<file path="src/hw/rtl/ecc_fifo.sv">
`timescale 1ns / 1ps
// ----------------------------------------------------------------------------
// ecc_fifo
// Small register queue with a fill count; DEPTH is a power of two.
// ----------------------------------------------------------------------------
module ecc_fifo #(
  parameter int unsigned DEPTH = 2,
  parameter int unsigned WIDTH = 8
) (
  input  logic                       clk_i,
  input  logic                       rst_ni,
  input  logic                       wr_i,
  input  logic [WIDTH-1:0]           wdata_i,
  output logic                       full_o,
  input  logic                       rd_i,
  output logic [WIDTH-1:0]           rdata_o,
  output logic                       empty_o,
  output logic [$clog2(DEPTH+1)-1:0] count_o
);

  localparam int unsigned AW = $clog2(DEPTH);
  localparam int unsigned CW = $clog2(DEPTH+1);

  logic [WIDTH-1:0] mem_q [DEPTH];
  logic [AW-1:0]    wr_ptr_q, wr_ptr_d, rd_ptr_q, rd_ptr_d;
  logic [CW-1:0]    count_q, count_d;
  logic             wr_en, rd_en;

  assign full_o  = (count_q == CW'(DEPTH));
  assign empty_o = (count_q == '0);
  assign count_o = count_q;
  assign wr_en   = wr_i && !full_o;
  assign rd_en   = rd_i && !empty_o;
  assign rdata_o = mem_q[rd_ptr_q];

  // Advance pointers and count
  always_comb begin
    wr_ptr_d = wr_en ? AW'(wr_ptr_q + 1'b1) : wr_ptr_q;
    rd_ptr_d = rd_en ? AW'(rd_ptr_q + 1'b1) : rd_ptr_q;
    count_d  = count_q;
    if (wr_en && !rd_en) begin
      count_d = CW'(count_q + 1'b1);
    end else if (rd_en && !wr_en) begin
      count_d = CW'(count_q - 1'b1);
    end
  end

  always_ff @(posedge clk_i or negedge rst_ni) begin
    if (!rst_ni) begin
      wr_ptr_q <= '0;
      rd_ptr_q <= '0;
      count_q  <= '0;
    end else begin
      wr_ptr_q <= wr_ptr_d;
      rd_ptr_q <= rd_ptr_d;
      count_q  <= count_d;
    end
  end

  // Store the request
  always_ff @(posedge clk_i) begin
    if (wr_en) begin
      mem_q[wr_ptr_q] <= wdata_i;
    end
  end

endmodule

</file>
<file path="config.mk">
export PLATFORM = sky130hd
export DESIGN_NAME = ecc_fifo
export DESIGN_NICKNAME = d
export VERILOG_FILES = /design/src/hw/rtl/ecc_fifo.sv
export SDC_FILE = /design/constraint.sdc
export NUM_CORES = 1
export LEC_CHECK = 0
export BUFFER_PORTS_ARGS = -buffer_cell sky130_fd_sc_hd__buf_4
export CORE_AREA = 2 2 51 53
export CTS_CLUSTER_SIZE = 16
export DETAILED_ROUTE_END_ITERATION = 10
export DIE_AREA = 0 0 53 55
export PLACE_DENSITY = 0.55
export REMOVE_ABC_BUFFERS = 1
export SETUP_SLACK_MARGIN = 0.2
export SLEW_MARGIN = 20
export SYNTH_ARGS = -nofsm -noshare
export SYNTH_HDL_FRONTEND = slang
export SYNTH_SLANG_ARGS = --single-unit
export TNS_END_PERCENT = 50
</file>
<file path="constraint.sdc">
create_clock -name clk_i -period 2.7 [get_ports clk_i]
set_input_delay 0.405 -clock clk_i [delete_from_list [all_inputs] [get_ports clk_i]]
set_output_delay 0.405 -clock clk_i [all_outputs]
set_load 0.01 [all_outputs]
</file>
==> impl_results.md, run 1 <==
* Seq/Total Area, Yosys at 0.7424
* Final nets at 85
* Number of gates resized after cts at 0
* Clock Latency Late Sink at 0.29 ns
* Period utilization at 0.6749
* FMAX at 0.5488 GHz
* Crit path max fanout at 9
* Worst EP arrival at 1.42 ns
* Minimum clock period at 1.822 ns
* Router iterations before antenna repair at 3
* Die area at 2915 um^2
* Tightest Hold Check Type: in2reg
* Filler Cell Count at 226
* CTS H-Tree Depth at 1
* Final WS setup at 0.8778 ns
* Synth Area per Inst at between 15 and 20 um^2
* Core Area at between 2000 and 2500 um^2
* Cells after Synth at 44
* Wire length per cell at 11.21 um
* Actual slew at the worst max-slew pin at 0.6667 ns
* CP Capture Type: primary output
* Cell Area, Synth at 782.0 um^2
* P per Cell Area at 1001 nW/um^2
* Sw power at between 0.0003 and 0.0004 W
* Switching power share of the total at 0.3121
* Final Hold Fails at 0
* Worst clock skew at 0.003483 ns
* Largest net degree at the start of global routing at 12
* YS warnings at 0
* Sequential power share at 0.491
* Die span in x at 53 um
* Hold slack at between 0.2 and 0.3 ns
* Slew Viols, Final at 0
* Most common cell after layout, fill and taps aside: buf_4
* Area leader, netlist: edfxtp_1
* Clock Path Buffers at 2
* Layout cells sized above 1 at 0.4225
* CTS buffer count at 3
* Final Setup Violations at 0
* Pre-CTS setup slack at 1.065 ns
* Maxcap violations at 0
* Initial antenna violation count at 0
* Main area contributors after synthesis: edfxtp_1, dfrtp_1, mux2_1, mux2_2, xnor2_1
* Utilization after layout at 0.4328
* PortBufs at 23
* I/O Pins at 24
* Comb pwr share at 0.375
* Via count at around 430
* TritonCTS clock tree: done
* CP Class: reg2out
* Library cells used by synthesis at 15
* Post-DP HPWL at 800.8 um
* #FFs+latches synth at 20
* Antenna diodes at 0
* Vias per Instance at 4.248
* Antenna viol nets, final at 0
* CP Launch Type: register
* Global-route wire length before repair at around 1900 um
* Status: finished clean
* Vias in the first global route at 451
* DRC violations left at 0
* Sinks on Clock Net at 20
* Area growth, synth to finish at 30.88%
* Num rows at 18
* Tot GR Track Use at 0.09421
* TNS Setup at 0 ns
* Root Buffer: clkbuf_4
* RSZ-0062 raised after global routing: false
* Design Power at 0.001025 W
* Total congestion overflow at 0
* Maximum vdd drop at 0.4963 mV
* Die Span Y at 55 um
* Clock share of power at 0.134
* Share of the synthesized area in the top cell type at 0.6144
* 1st-iter DRT viols at 6
* Pint at a little over 0.0007 W
* Static leakage at about 0.42 nW
* Most frequent cells in the layout: buf_4, edfxtp_1, mux2_1
* Initial Util at 0.3307
* Clock slew seen by the registers of the worst setup and hold paths at 0.10 ns
* Relative slew slack at 0.5539
* Setup bufs post-CTS at 0
* Placer's final routability congestion estimate at 0.6243
* Final wirelength at between 1000 and 1500 um
* CP Data Required Time at between 2 and 2.5 ns
## metrics by stage
step	std cells	instance area [um^2]
finish	101	1023
global route	101	1023
CTS	101	1023
detailed placement	96	987.2
global placement	96	987.2
floorplan	43	777.0
## cell type report
class,instances,area (um^2),area share
clock buffer,4,26.28,0.02567
tap,30,37.54,0.03667
sequential,20,580.6,0.5672
multi-input combinational,21,188.9,0.1846
inverter,2,7.507,0.007335
timing repair buffer,24,182.7,0.1785
## synthesized netlist by cell type
library cell	number
xnor2_1	2
inv_1	2
and3_1	1
buf_2	1
xor2_1	2
mux2_1	6
edfxtp_1	16
o21ai_1	1
dfrtp_1	4
mux2_2	2
xnor2_2	1
nor2_1	3
nand2_2	1
ha_1	1
nand2b_1	1
## path summary, 6_finish.rpt
kind | startpoint | endpoint | slack [ns] | depth (start not counted)
max | rd_ptr_q | rdata_o[7] | 0.88 | 2
min in group asynchronous | rst_ni | count_o[0] | 0.45 | 2
min | wdata_i[6] | mem_q[0][6] | 0.29 | 1
max reg2reg | count_o[0] | mem_q[0][0] | 1.08 | 3
min reg2reg | wr_ptr_q | wr_ptr_q | 0.53 | 1
max in group asynchronous | rst_ni | rd_ptr_q | 2.15 | 2
## repair_timing
action                                 in CTS  in global routing
endpoints found under the hold margin       4                  0
hold buffers                                1                  0
setup endpoints to repair                   0                  0
## layer usage
layer / GRT usage / vias up / share of wire
li1: - / 210 / -
met1: 0.1078 / 203 / 0.44
met2: 0.1563 / 14 / 0.48
met3: 0.02419 / 2 / 0.063
met4: 0.06410 / 0 / 0.0088
met5: 0 / - / 0
## critical path: stages, from the launching register on
cell     delay, ns
dfrtp_1       0.61
mux2_2        0.38
buf_4         0.14
## flip-flops by register name (all words and copies together) (netlist names)
signal / cells
count_o: 2
mem_q: 16
rd_ptr_q: 1
wr_ptr_q: 1
## power groups by stage
stage | combinational [W] | clock, W | sequential [W]
final | 0.000385 | 0.000137 | 0.000503
after global routing | 0.000421 | 0.000159 | 0.000518
after CTS | 0.000392 | 0.000145 | 0.000507
after detailed placement | 0.000388 | 0 | 0.000514
after global placement | 0.000387 | 0 | 0.000511
after floorplan | 0.000218 | 0 | 0.000500
## kinds of logic (layout without fill, tap and decap cells)
logic type,after synthesis,after routing,share of synthesized area
fa+ha+maj,1,1,0.01600
compound gates,1,1,0.006394
mux,8,8,0.1152
xor+xnor,5,5,0.06561
simple gates,6,6,0.03841
flops,20,20,0.7424
buf+inv,3,30,0.01600
(Power assumes the default switching activity.)
==> run 2, diff against run 1 <==
--- a/config.mk
+++ b/config.mk
@@ -5,12 +5,13 @@
 export SDC_FILE = /design/constraint.sdc
 export NUM_CORES = 1
 export LEC_CHECK = 0
+export ABC_AREA = 1
 export BUFFER_PORTS_ARGS = -buffer_cell sky130_fd_sc_hd__buf_4
-export CORE_AREA = 2 2 51 53
+export CORE_AREA = 2 2 52 54
 export CTS_CLUSTER_SIZE = 16
 export DETAILED_ROUTE_END_ITERATION = 10
-export DIE_AREA = 0 0 53 55
-export PLACE_DENSITY = 0.55
+export DIE_AREA = 0 0 54 56
+export PLACE_DENSITY = 0.54
 export REMOVE_ABC_BUFFERS = 1
 export SETUP_SLACK_MARGIN = 0.2
 export SLEW_MARGIN = 20
==> constraint.sdc (replaced) <==
create_clock -name clk_i -period 1.8 [get_ports clk_i]
set_input_delay 0.27 -clock clk_i [delete_from_list [all_inputs] [get_ports clk_i]]
set_output_delay 0.27 -clock clk_i [all_outputs]
set_load 0.01 [all_outputs]
==> impl_results.md, run 2 <==
* Status: finished clean
* PortBufs at 23 (unchanged)
* Wire length per cell at 10.66 um (-4.9%)
* I/O Pins at 24 (unchanged)
* Num rows at 18 (unchanged)
* Die Span Y at 56 um (+1.8%)
* Final wirelength at 1397 um (+23%)
* CTS buffer count at 3 (unchanged)
* Tot GR Track Use at 0.1058 (+0.01157)
* Synth Area per Inst at 11.09 um^2 (-38%)
* Post-DP HPWL at 1046 um (+31%)
* Layout cells sized above 1 at 0.3168 (-0.1057)
* HP Start: wdata_i[6]
* CP Data Required Time at 1.53 ns (-0.77 ns)
* Sinks on Clock Net at 20 (unchanged)
* Maximum vdd drop at 0.9857 mV (+99%)
* 1st-iter DRT viols at 1 (-5)
* Slowest stage delay, CP at 0.51 ns (-0.10 ns)
* Crit path max fanout at 10 (+1)
* TNS Setup at 0 ns (unchanged)
* Worst path cell trace: inv_4, nand2_1, nand2_1, buf_4
* Crit. Startpoint: rd_ptr_q
* Vias in the first global route at 573 (+27%)
* CP Class: reg2out
* Core Area at 2432 um^2 (+2.9%)
* Placer's final routability congestion estimate at 0.7142 (+14%)
* Relative slew slack at 0.7741 (+0.2202)
* Worst r2r path cells at 7 (+4)
* Final Setup Violations at 0 (unchanged)
* Crit path top cell by count: nand2_1
* Library cells used by synthesis at 14 (-1)
* Clock Latency Late Sink at 0.29 ns (about the same)
* Clock Path Buffers at 2 (unchanged)
* DRC violations left at 0 (unchanged)
* Initial antenna violation count at 0 (unchanged)
* Die span in x at 54 um (+1.9%)
* Area growth, synth to finish at 34.47%
* Most common cell after layout, fill and taps aside: nand2_1
* Via count at 561 (+31%)
* P per Cell Area at 1631 nW/um^2 (+63%)
* Worst EP arrival at 1.17 ns (-0.25 ns)
* Antenna viol nets, final at 0 (unchanged)
* Setup bufs post-CTS at 0 (unchanged)
* Vias per Instance at 4.282 (+0.82%)
* CP Capture Type: primary output
* Share of the synthesized area in the top cell type at 0.5935 (-0.02089)
* Largest reg by FF count: mem_q
* Hold path depth at 1 (unchanged)
* Synth cell count leaders: nand2_1, edfxtp_1, inv_1
* Largest register FFs at 16 (unchanged)
* CP Launch Type: register
* Die area at 3024 um^2 (+3.7%)
* Worst clock skew at 0.006909 ns (+0.003427 ns)
* Maxcap violations at 0 (unchanged)
* Main area contributors after synthesis: edfxtp_1, nand2_1, dfrtp_1, inv_1, ha_1
* Tightest Hold Check Type: in2reg
* Global-route wire length before repair at 2325 um (+25%)
* YS warnings at 0 (unchanged)
* Cell with the most instances after synthesis: nand2_1
* Most frequent cells in the layout: nand2_1, buf_4, edfxtp_1
* Clock slew seen by the registers of the worst setup and hold paths at 0.11 ns (about the same)
* FMAX at 0.6923 GHz
* Final nets at 115 (+35%)
* Post-synth top flop: edfxtp_1
* Initial Util at 0.3328 (+0.002131)
* Cell Area, Synth at 809.5 um^2 (+3.5%)
* Router iterations before antenna repair at 2 (-1)
* Root Buffer: clkbuf_4
* Total congestion overflow at 0 (unchanged)
* Post-synth EDFFs at 16 (unchanged)
* Static leakage at 0.5073 nW (+21%)
* TritonCTS clock tree: done
* Minimum clock period at 1.444 ns
* CTS H-Tree Depth at 1 (unchanged)
* Slew Viols, Final at 0 (unchanged)
* Crit-path slowest cell: dfrtp_2
* Area leader, netlist: edfxtp_1
* Seq/Total Area, Yosys at 0.7172 (-0.02524)
* Ys async rst share at 0.2000 (unchanged)
* Cells after Synth at 73 (+66%)
* Period utilization at 0.8025
* Antenna diodes at 0 (unchanged)
* Final Hold Fails at 0 (unchanged)
* Filler Cell Count at 242 (+7.1%)
* Design Power at 0.001776 W (+73%)
* #FFs+latches synth at 20 (unchanged)
* Largest net degree at the start of global routing at 13 (+1)
* Reg2Reg Launch Point: count_o[0]
* Actual slew at the worst max-slew pin at 0.3385 ns (-0.3282 ns)
* RSZ-0062 raised after global routing: false
==> run 2: cell types whose count changed in the layout (fill, tap and decap cells not counted), sizes merged, moves of 2 or more <==
cell   before  now
nand2       1   33
mux2        8    0
inv         2    8
xnor2       3    1
xor2        2    0
==> run 2: where the power goes <==
part | switching, W | internal, W
Clock | 0.000132 | 0.000225
Combinational | 0.000362 | 0.000311
Sequential | 0.000102 | 0.000644
==> run 2: logic make-up (layout without fill, tap and decap cells) <==
kind of cell    after synthesis  after routing  synth area share
compound gates                2              2           0.01237
xor+xnor                      1              1           0.01082
fa+ha+maj                     1              1           0.01545
buf+inv                       9             37           0.04327
flops                        20             20            0.7172
simple gates                 40             40            0.2009
==> run 2: critical path, delay by kind of cell, from the launching register on <==
| kind | cells | cell delay [ns] |
|---|---|---|
| flip-flops | 1 | 0.51 |
| buffers and inverters | 2 | 0.25 |
| AND/OR/NAND/NOR | 2 | 0.12 |
==> run 2: final timing paths <==
path | slack (ns) | endpoint
max | 0.36 | rdata_o[2]
min | 0.15 | mem_q[1][6]
max reg2reg | 0.38 | count_o[1]
min reg2reg | 0.52 | wr_ptr_q
max in group asynchronous | 1.40 | rd_ptr_q
min in group asynchronous | 0.28 | count_o[0]
==> run 2: stage by stage <==
stage	setup WS, ns	std cells	cell area [um^2]	util	hold slack, ns
after floorplan	0.4044	72	804.5	-	-0.02559
after global placement	0.3617	126	1022	0.4203	0.07096
after detailed placement	0.3376	126	1022	0.4203	0.07119
after CTS	0.2682	131	1086	0.4465	0.1403
after global routing	0.2324	131	1089	0.4475	0.1282
final	0.3555	131	1089	0.4475	0.1520
==> run 2: layout make-up <==
class | count | area [um^2] | area share
Multi-Input combinational cell | 44 | 193.9 | 0.1782
Tap cell | 30 | 37.54 | 0.03448
Timing Repair Buffer | 25 | 190.2 | 0.1747
Inverter | 8 | 32.53 | 0.02989
Sequential cell | 20 | 581.8 | 0.5345
Clock inverter | 1 | 30.03 | 0.02759
Clock buffer | 3 | 22.52 | 0.02069
==> run 2: repair_timing <==
action | 4_1_cts | 5_1_grt
endpoints found under the setup margin | 8 | 5
hold buffers | 1 | 0
endpoints found under the hold margin | 4 | 0
resized for setup | 1 | 2
==> run 2: routing by layer <==
layer  up-vias  GRT usage  wire [um]  part of all wire
li1        293          -          -                 -
met1       251     0.1209        628              0.45
met2        17     0.1882        690              0.49
met3         0    0.01613         78             0.056
met4         0    0.04286          0                 0
met5         -          0          0                 0
