[src/hw/rtl/ecc_pkg.sv]
`timescale 1ns / 1ps
// ----------------------------------------------------------------------------
// ecc_pkg
// Shared types, register indexes, palette codes and fixed-point constants of
// the escape-count colour mapper.
// ----------------------------------------------------------------------------
package ecc_pkg;

  // Default iteration count width
  localparam int unsigned COUNT_BITS_DEF = 20;
  // Largest number of byte chunks in count + 1 (count of up to 32 bits)
  localparam int unsigned NCH_MAX = 5;

  // Configuration port
  localparam int unsigned CFG_IDX_W  = 1;
  localparam int unsigned CFG_DATA_W = 13;
  localparam logic [CFG_IDX_W-1:0] CFG_PALETTE = 1'd0;
  localparam logic [CFG_IDX_W-1:0] CFG_SMOOTH  = 1'd1;

  // Palette codes
  localparam logic [2:0] PAL_RAINBOW  = 3'd0;
  localparam logic [2:0] PAL_GREY     = 3'd1;
  localparam logic [2:0] PAL_REDWHITE = 3'd2;
  localparam logic [2:0] PAL_FIRE     = 3'd3;
  localparam logic [2:0] PAL_VIBRANT  = 3'd4;
  localparam logic [2:0] PAL_REDHOT   = 3'd5;
  localparam logic [2:0] PAL_MATRIX   = 3'd6;

  // Chunk-sum width of the front reduction
  localparam int unsigned SUM_W = 17;

  // Queue depths
  localparam int unsigned MID_DEPTH = 2;
  localparam int unsigned OUT_DEPTH = 16;

  // Periods of n (whole units) per palette family
  localparam logic [6:0] K18 = 7'd18;
  localparam logic [6:0] K28 = 7'd28;
  localparam logic [6:0] K50 = 7'd50;
  localparam logic [6:0] K60 = 7'd60;
  localparam logic [6:0] K90 = 7'd90;

  // Reciprocals ceil(2^24 / K) for the chunk-sum remainder
  localparam logic [19:0] RK18 = 20'((64'd16777216 + 64'd17) / 64'd18);
  localparam logic [19:0] RK28 = 20'((64'd16777216 + 64'd27) / 64'd28);
  localparam logic [19:0] RK50 = 20'((64'd16777216 + 64'd49) / 64'd50);
  localparam logic [19:0] RK60 = 20'((64'd16777216 + 64'd59) / 64'd60);
  localparam logic [19:0] RK90 = 20'((64'd16777216 + 64'd89) / 64'd90);

  // Byte weights 256^i mod K, chunk 0 in the low slot
  localparam logic [NCH_MAX-1:0][6:0] WT18 = {7'(64'd4294967296 % 64'd18),
    7'(64'd16777216 % 64'd18), 7'(64'd65536 % 64'd18), 7'(64'd256 % 64'd18), 7'd1};
  localparam logic [NCH_MAX-1:0][6:0] WT28 = {7'(64'd4294967296 % 64'd28),
    7'(64'd16777216 % 64'd28), 7'(64'd65536 % 64'd28), 7'(64'd256 % 64'd28), 7'd1};
  localparam logic [NCH_MAX-1:0][6:0] WT50 = {7'(64'd4294967296 % 64'd50),
    7'(64'd16777216 % 64'd50), 7'(64'd65536 % 64'd50), 7'(64'd256 % 64'd50), 7'd1};
  localparam logic [NCH_MAX-1:0][6:0] WT60 = {7'(64'd4294967296 % 64'd60),
    7'(64'd16777216 % 64'd60), 7'(64'd65536 % 64'd60), 7'(64'd256 % 64'd60), 7'd1};
  localparam logic [NCH_MAX-1:0][6:0] WT90 = {7'(64'd4294967296 % 64'd90),
    7'(64'd16777216 % 64'd90), 7'(64'd65536 % 64'd90), 7'(64'd256 % 64'd90), 7'd1};

  // Reciprocals ceil(2^27 / D) for the wave divisions
  localparam logic [22:0] RD20 = 23'((64'd134217728 + 64'd19) / 64'd20);
  localparam logic [22:0] RD30 = 23'((64'd134217728 + 64'd29) / 64'd30);
  localparam logic [22:0] RD90 = 23'((64'd134217728 + 64'd89) / 64'd90);
  // Reciprocal ceil(2^20 / 15) for the HSV sector denominator
  localparam logic [16:0] R15  = 17'((64'd1048576 + 64'd14) / 64'd15);

  // Saturation / value / hue constants (12 and 8 fraction bits)
  localparam logic [12:0] ONE12     = 13'd4096;
  localparam logic [12:0] S_RAINBOW = 13'd2458;
  localparam logic [12:0] V_RAINBOW = 13'd3277;
  localparam logic [12:0] SV_FIRE   = 13'd3482;
  localparam logic [12:0] S_RW_MAX  = 13'd2867;
  localparam logic [16:0] H_MATRIX  = 17'd30720;
  localparam logic [18:0] RH_KNEE   = 19'd122880;
  localparam logic [16:0] SECT8     = 17'd15360;
  localparam logic [25:0] ONE_SECT  = 26'd62914560;

  // Item moved from the front to the back
  typedef struct packed {
    logic [SUM_W-1:0] sum;
    logic             esc;
  } ecc_item_t;

  // One result
  typedef struct packed {
    logic [7:0] red;
    logic [7:0] green;
    logic [7:0] blue;
  } ecc_rgb_t;

  // Period constants chosen by the palette
  typedef struct packed {
    logic [6:0]               k;
    logic [19:0]              rk;
    logic [NCH_MAX-1:0][6:0] wt;
  } ecc_mod_t;

  function automatic ecc_mod_t mod_cfg(logic [2:0] pal);
    ecc_mod_t m;
    unique case (pal)
      PAL_GREY:               m = '{k: K60, rk: RK60, wt: WT60};
      PAL_REDWHITE:           m = '{k: K28, rk: RK28, wt: WT28};
      PAL_FIRE:               m = '{k: K50, rk: RK50, wt: WT50};
      PAL_REDHOT, PAL_MATRIX: m = '{k: K90, rk: RK90, wt: WT90};
      default:                m = '{k: K18, rk: RK18, wt: WT18};
    endcase
    return m;
  endfunction

endpackage

[src/hw/rtl/ecc_front.sv]
`timescale 1ns / 1ps
// ----------------------------------------------------------------------------
// ecc_front
// Forms count + 1 and folds it into a short weighted byte sum that keeps its
// residue modulo the selected palette's period.
// ----------------------------------------------------------------------------
module ecc_front #(
  parameter int unsigned COUNT_BITS = ecc_pkg::COUNT_BITS_DEF
) (
  input  logic [COUNT_BITS-1:0] iteration_count_i,
  input  logic                  escaped_i,
  input  logic [2:0]            palette_i,
  output ecc_pkg::ecc_item_t    item_o
);

  localparam int unsigned NCH = (COUNT_BITS + 8) / 8;

  ecc_pkg::ecc_mod_t         mc;
  logic [NCH*8-1:0]          xpad;
  logic [ecc_pkg::SUM_W-1:0] sum;

  assign mc   = ecc_pkg::mod_cfg(palette_i);
  assign xpad = (NCH*8)'(iteration_count_i) + (NCH*8)'(1);

  // Weight each byte by 256^i mod K and add
  always_comb begin
    sum = '0;
    for (int i = 0; i < NCH; i++) begin
      sum = ecc_pkg::SUM_W'(sum + ecc_pkg::SUM_W'(xpad[i*8 +: 8] * mc.wt[i]));
    end
  end

  assign item_o.sum = sum;
  assign item_o.esc = escaped_i;

endmodule

[config.mk]
export PLATFORM = sky130hd
export DESIGN_NAME = ecc_front
export DESIGN_NICKNAME = d
export VERILOG_FILES = /design/src/hw/rtl/ecc_pkg.sv /design/src/hw/rtl/ecc_front.sv
export SDC_FILE = /design/constraint.sdc
export NUM_CORES = 1
export LEC_CHECK = 0
export BUFFER_PORTS_ARGS = -buffer_cell sky130_fd_sc_hd__buf_2
export CORE_ASPECT_RATIO = 1.2
export CORE_MARGIN = 2
export CORE_UTILIZATION = 48
export DETAILED_ROUTE_END_ITERATION = 8
export GPL_TIMING_DRIVEN = 0
export PLACE_DENSITY = 0.72
export SKIP_LAST_GASP = 1
export SLEW_MARGIN = 20
export SYNTH_ARGS = -nofsm -noshare
export SYNTH_HDL_FRONTEND = slang
export SYNTH_SLANG_ARGS = --single-unit
[constraint.sdc]
create_clock -name vclk -period 18.27
set_input_delay 5.481 -clock vclk [all_inputs]
set_output_delay 5.481 -clock vclk [all_outputs]
set_load 0.02 [all_outputs]
==> results of run 1 <==
cell type report:
| type | count | area share, % |
|---|---|---|
| Buffer | 4 | 0.611 |
| Inverter | 55 | 6.73 |
| Multi-Input combinational cell | 261 | 83.4 |
| Tap cell | 64 | 2.61 |
| Timing Repair Buffer | 41 | 6.69 |
layout by cell type (no fill, tap or decap), types with 5 or more instances in the layout:
master    n
nand4_1   6
nand2_1  12
xor2_1   19
inv_1    55
a21oi_1   9
buf_2    41
nand3_1   9
nor2_1   44
xnor2_1  11
ha_1     69
o21ai_0   5
fa_1     37
cells by family after synthesis:
| family | after synthesis | share of synthesized area, % |
|---|---|---|
| xor+xnor | 30 | 9.44 |
| compound gates | 25 | 5.89 |
| buf+inv | 59 | 8.09 |
| simple gates | 100 | 19.0 |
| fa+ha+maj | 106 | 57.6 |
routing by layer:
| layer | wire length (µm) | GRT usage (%) | up-vias |
|---|---|---|---|
| met2 | 2910 | 33.4 | 40 |
| li1 | - | - | 1130 |
| met4 | 32 | 0.992 | 0 |
| met3 | 121 | 0 | 4 |
| met5 | 0 | 0 | - |
| met1 | 2150 | 21.4 | 1080 |
power by group:
part | switching [mW] | internal (mW) | leakage, nW | total, mW
Combinational | 0.139 | 0.0943 | 1.76 | 0.233
Sequential | 0 | 0 | 0 | 0
Clock | 0 | 0 | 0 | 0
how the worst min path moves through the flow:
stage	start	end	slack, ns
after floorplan	iteration_count_i[0]	item_o[1]	11.04
after global placement	escaped_i	item_o[0]	11.18
after detailed placement	escaped_i	item_o[0]	11.18
after CTS	escaped_i	item_o[0]	11.18
after global routing	escaped_i	item_o[0]	11.19
final	escaped_i	item_o[0]	11.18
per-stage QoR:
stage | setup slack [ns] | power (mW) | cells | utilization [%]
2_1_floorplan | 1.96 | 0.178 | 320 | -
3_3_place_gp | 1.58 | 0.232 | 425 | 54.5
3_5_place_dp | 1.55 | 0.235 | 425 | 54.5
4_1_cts | 1.54 | 0.237 | 425 | 54.5
5_1_grt | 1.24 | 0.262 | 425 | 54.5
6_report | 1.57 | 0.233 | 425 | 54.5
==> impl_metrics.py, run 1 <==
metrics = {
    "route": {
        "finalWirelength_mm": 5.22,
        "wl_per_cell_um": 12.3,
        "first_iter_violations": 54,
        "num_vias": 2254,
        "drc": 0,
        "viasPerCell": 5.30,
        "drtAntennaViolNets": 0,
        "first_pass_iters": 4,
    },
    "finish": {
        "multi_input_area_um2": 2560,
        "syn2layout_area_growth_pct": 10.2,
        "num_antenna_cells": 0,
        "seqCellArea_um2": 0,
        "fin_nets": 493,
        "final_cell_area_um2": 3070,
        "seq_cell_count": 0,
        "fill_cells": 545,
        "final_layout_size_suffix_gt1_share_pct": 13.6,
        "nClkBuffers": 0,
    },
    "placement": {
        "place_hpwl_mm": 4.84,
        "gp_congestion": 0.804,
        "io_buffers": 41,
        "dpl_cell_area_um2": 3070,
    },
    "worst_setup_path": {
        "cp-end-kind": "output port",
        "crit_path_start": "iteration_count_i[0]",
        "critPathRequiredTime_ns": 12.79,
        "setup.worst_path.end": "item_o[17]",
        "crit_family": "adder cells",
        "cp_common_cell": "fa_1",
        "start_kind": "primary input",
        "path_buf_inv": 3,
        "worstSetupPathDepth": 21,
        "cpMaxStageDelayCell": "fa_1",
        "cp_slowest_stage_delay_ns": 0.53,
        "critPathKind": "in -> out",
        "arrival_ns": 11.22,
        "cp_cell_sequence": "buf_2, ha_1, and4_1, nand2b_1, nor2_1, xnor2_1, or2_2, fa_1, fa_1, inv_1, fa_1, fa_1, fa_1, ha_1, ha_1, and2_1, a32oi_1, and2b_1, o221ai_2, a31o_2, buf_2",
        "worst-path-max-fanout": 5,
    },
    "floorplanning": {
        "core-area_um2": 5630,
        "rows": 30,
        "start_util_pct": 49.4,
        "die_w_um": 73.5,
        "dieHeight_um": 87.4,
        "ios": 42,
        "dieArea_um2": 6430,
    },
    "synth": {
        "syn-num-nets": 450,
        "synth.most_common_cell": "ha_1",
        "netlist_area_um2": 2780,
        "yosys-top-cells-area": "ha_1, fa_1, inv_1",
        "ys_seq_area_share_pct": 0,
        "synth_top_area_share_pct": 31.0,
        "yosysTopAreaCell": "ha_1",
        "yosys_warnings": 0,
        "avgSynthCellArea_um2": 8.70,
        "synthCells": 320,
        "synth_common_cells": "ha_1, inv_1, nor2_1",
        "ys_types": 40,
    },
    "sta": {
        "worst_pin_slew_ns": 0.893,
        "finalSetupTns_ns": 0,
        "period_needed_ns": 16.70,
        "holdWs_ns": 11.18,
        "setup_viol": 0,
        "hold_viol": 0,
        "timing.slew.headroom_pct": 40.3,
        "post-route-period-util_pct": 91.4,
        "max_freq_mhz": 59.9,
        "maxSlewViolCount": 0,
        "rsz0062_at_grt": "no",
    },
    "global_routing": {
        "grt_max_degree": 11,
        "antenna_found_initial": 0,
        "grt_overflow_total": 0,
        "grt_pass1_vias": 2164,
        "grt_pass1_wl_mm": 8.89,
        "grt_util_all_layers_pct": 17.0,
    },
    "power_and_ir_drop": {
        "ir_worst_vdd_uv": 71.0,
        "power_density_nw_per_um2": 76.1,
        "p_leak_nw": 1.76,
    },
    "clock_network": {
        "cts.hold.buffers_added": 0,
        "post_cts_buffers": 0,
        "cts_resized": 0,
    },
    "worst_hold_path": {
        "hold_path.class": "in -> out",
        "hold_depth": 2,
    },
    "run_status": {
        "status": "complete, no violations",
    },
    "flow_run": {
        "maxCapViolations": 0,
    },
}
Note: power is estimated with default switching activity, not from simulation.
==> inputs of run 2 (changes only) <==
--- a/config.mk
+++ b/config.mk
@@ -11,6 +11,7 @@
 export CORE_UTILIZATION = 48
 export DETAILED_ROUTE_END_ITERATION = 8
 export GPL_TIMING_DRIVEN = 0
+export MAX_ROUTING_LAYER = met4
 export PLACE_DENSITY = 0.72
 export SKIP_LAST_GASP = 1
 export SLEW_MARGIN = 20
==> constraint.sdc (replaced) <==
create_clock -name vclk -period 18.27
set_input_delay 2.7405 -clock vclk [all_inputs]
set_output_delay 2.7405 -clock vclk [all_outputs]
set_load 0.02 [all_outputs]
==> run 2 against run 1 <==
- die area did not move
- largest power group unchanged
- clock-buffer cell count did not move
- worst setup slack improved by 5.5 ns
- global-route usage rose by 0.49 points
- critical path depth did not move
- non-clock buffer count did not move
- utilization did not move
- critical path type unchanged
- combinational power barely moved
- power barely moved
- cell count did not move
==> impl_metrics.py, run 2 (synthesized netlist as in run 1, its figures left out) <==
metrics = {
    "run_status": {
        "status": "complete, no violations",
    },
    "worst_setup_path": {
        "critPathRequiredTime_ns": 15.53,
        "arrival_ns": 8.48,
        "start_kind": "primary input",
        "cp-end-kind": "output port",
        "critPathKind": "in -> out",
        "worst-path-max-fanout": 5,
    },
    "power_and_ir_drop": {
        "switching_share_pct": 59.6,
        "total_power_mw": 0.234,
        "p_leak_nw": 1.76,
        "ir_worst_vdd_uv": 71.0,
        "p_int_mw": 0.0943,
        "clockPowerShare_pct": 0,
        "pwr-share-comb_pct": 100.0,
        "power_density_nw_per_um2": 76.1,
        "power.switching_mw": 0.139,
        "sequentialPowerShare_pct": 0,
    },
    "placement": {
        "io_buffers": 41,
        "dpl_cell_area_um2": 3070,
        "gp_congestion": 0.815,
        "place_hpwl_mm": 4.84,
    },
    "route": {
        "viasPerCell": 5.31,
        "finalWirelength_mm": 5.23,
        "first_pass_iters": 4,
        "num_vias": 2257,
        "drc": 0,
        "wl_per_cell_um": 12.3,
        "first_iter_violations": 55,
        "drtAntennaViolNets": 0,
    },
    "floorplanning": {
        "dieArea_um2": 6430,
        "start_util_pct": 49.4,
        "rows": 30,
        "dieHeight_um": 87.4,
        "die_w_um": 73.5,
        "core-area_um2": 5630,
        "ios": 42,
    },
    "flow_run": {
        "maxCapViolations": 0,
    },
    "finish": {
        "final_layout_size_suffix_gt1_share_pct": 13.6,
        "num_antenna_cells": 0,
        "fin_nets": 493,
        "seq_cell_count": 0,
        "final_common_cell": "ha_1",
        "post-route-util_pct": 54.5,
        "nClkBuffers": 0,
        "final_cell_mix": "ha_1, inv_1, nor2_1",
        "final_cell_area_um2": 3070,
        "seqCellArea_um2": 0,
        "syn2layout_area_growth_pct": 10.2,
    },
    "global_routing": {
        "grt_pass1_wl_mm": 8.89,
        "grt_pass1_vias": 2165,
        "grt_overflow_total": 0,
        "antenna_found_initial": 0,
        "grt_max_degree": 11,
        "grt_util_all_layers_pct": 17.5,
    },
    "clock_network": {
        "post_cts_buffers": 0,
        "cts_resized": 0,
        "cts.hold.buffers_added": 0,
    },
    "sta": {
        "rsz0062_at_grt": "no",
        "finalSetupTns_ns": 0,
        "post-route-period-util_pct": 61.4,
        "period_needed_ns": 11.22,
        "setup_viol": 0,
        "max_freq_mhz": 89.2,
        "maxSlewViolCount": 0,
        "holdWs_ns": 5.70,
        "timing.slew.headroom_pct": 40.3,
        "hold_viol": 0,
        "worst_pin_slew_ns": 0.893,
    },
    "worst_hold_path": {
        "hold_path.class": "in -> out",
    },
}
[run 2: layout make-up]
cell class | count | area [µm²]
Buffer | 4 | 18.8
Inverter | 55 | 206
Fill cell | 545 | 2560
Tap cell | 64 | 80.1
Timing Repair Buffer | 41 | 205
Multi-Input combinational cell | 261 | 2560
[run 2: routing by layer]
layer	share of wire [%]	global-route usage [%]	wire length, µm	vias to the layer above
met5	0	-	0	-
met4	0.61	0.992	32	0
met3	2.3	0	119	4
met2	56	33.4	2930	34
met1	41	21.4	2150	1089
li1	-	-	-	1130
[run 2: power by group through the flow]
stage	sequential [mW]	clock (mW)	combinational [mW]
floorplan	0	0	0.178
global route	0	0	0.262
finish	0	0	0.234
detailed placement	0	0	0.235
global placement	0	0	0.232
CTS	0	0	0.237
[run 2: stage by stage]
stage	cells	worst slack, ns
after global routing	425	6.72
final	425	7.05
after detailed placement	425	7.03
after CTS	425	7.02
after global placement	425	7.06
after floorplan	320	7.44
[run 2: final timing paths]
path                                 start  cells past startpoint         end  slack (ns)
worst max-delay path  iteration_count_i[0]                     21  item_o[17]        7.05
worst min-delay path             escaped_i                      2   item_o[0]        5.70
[run 2: worst max-delay path, stage by stage]
cell and delay [ns]:
buf_2 0.12, ha_1 0.24, and4_1 0.23, nand2b_1 0.11, nor2_1 0.06, xnor2_1 0.18, or2_2 0.34, fa_1 0.50
fa_1 0.50, inv_1 0.06, fa_1 0.51, fa_1 0.53, fa_1 0.50, ha_1 0.31, ha_1 0.36, and2_1 0.16
a32oi_1 0.25, and2b_1 0.23, o221ai_2 0.13, a31o_2 0.26, buf_2 0.15
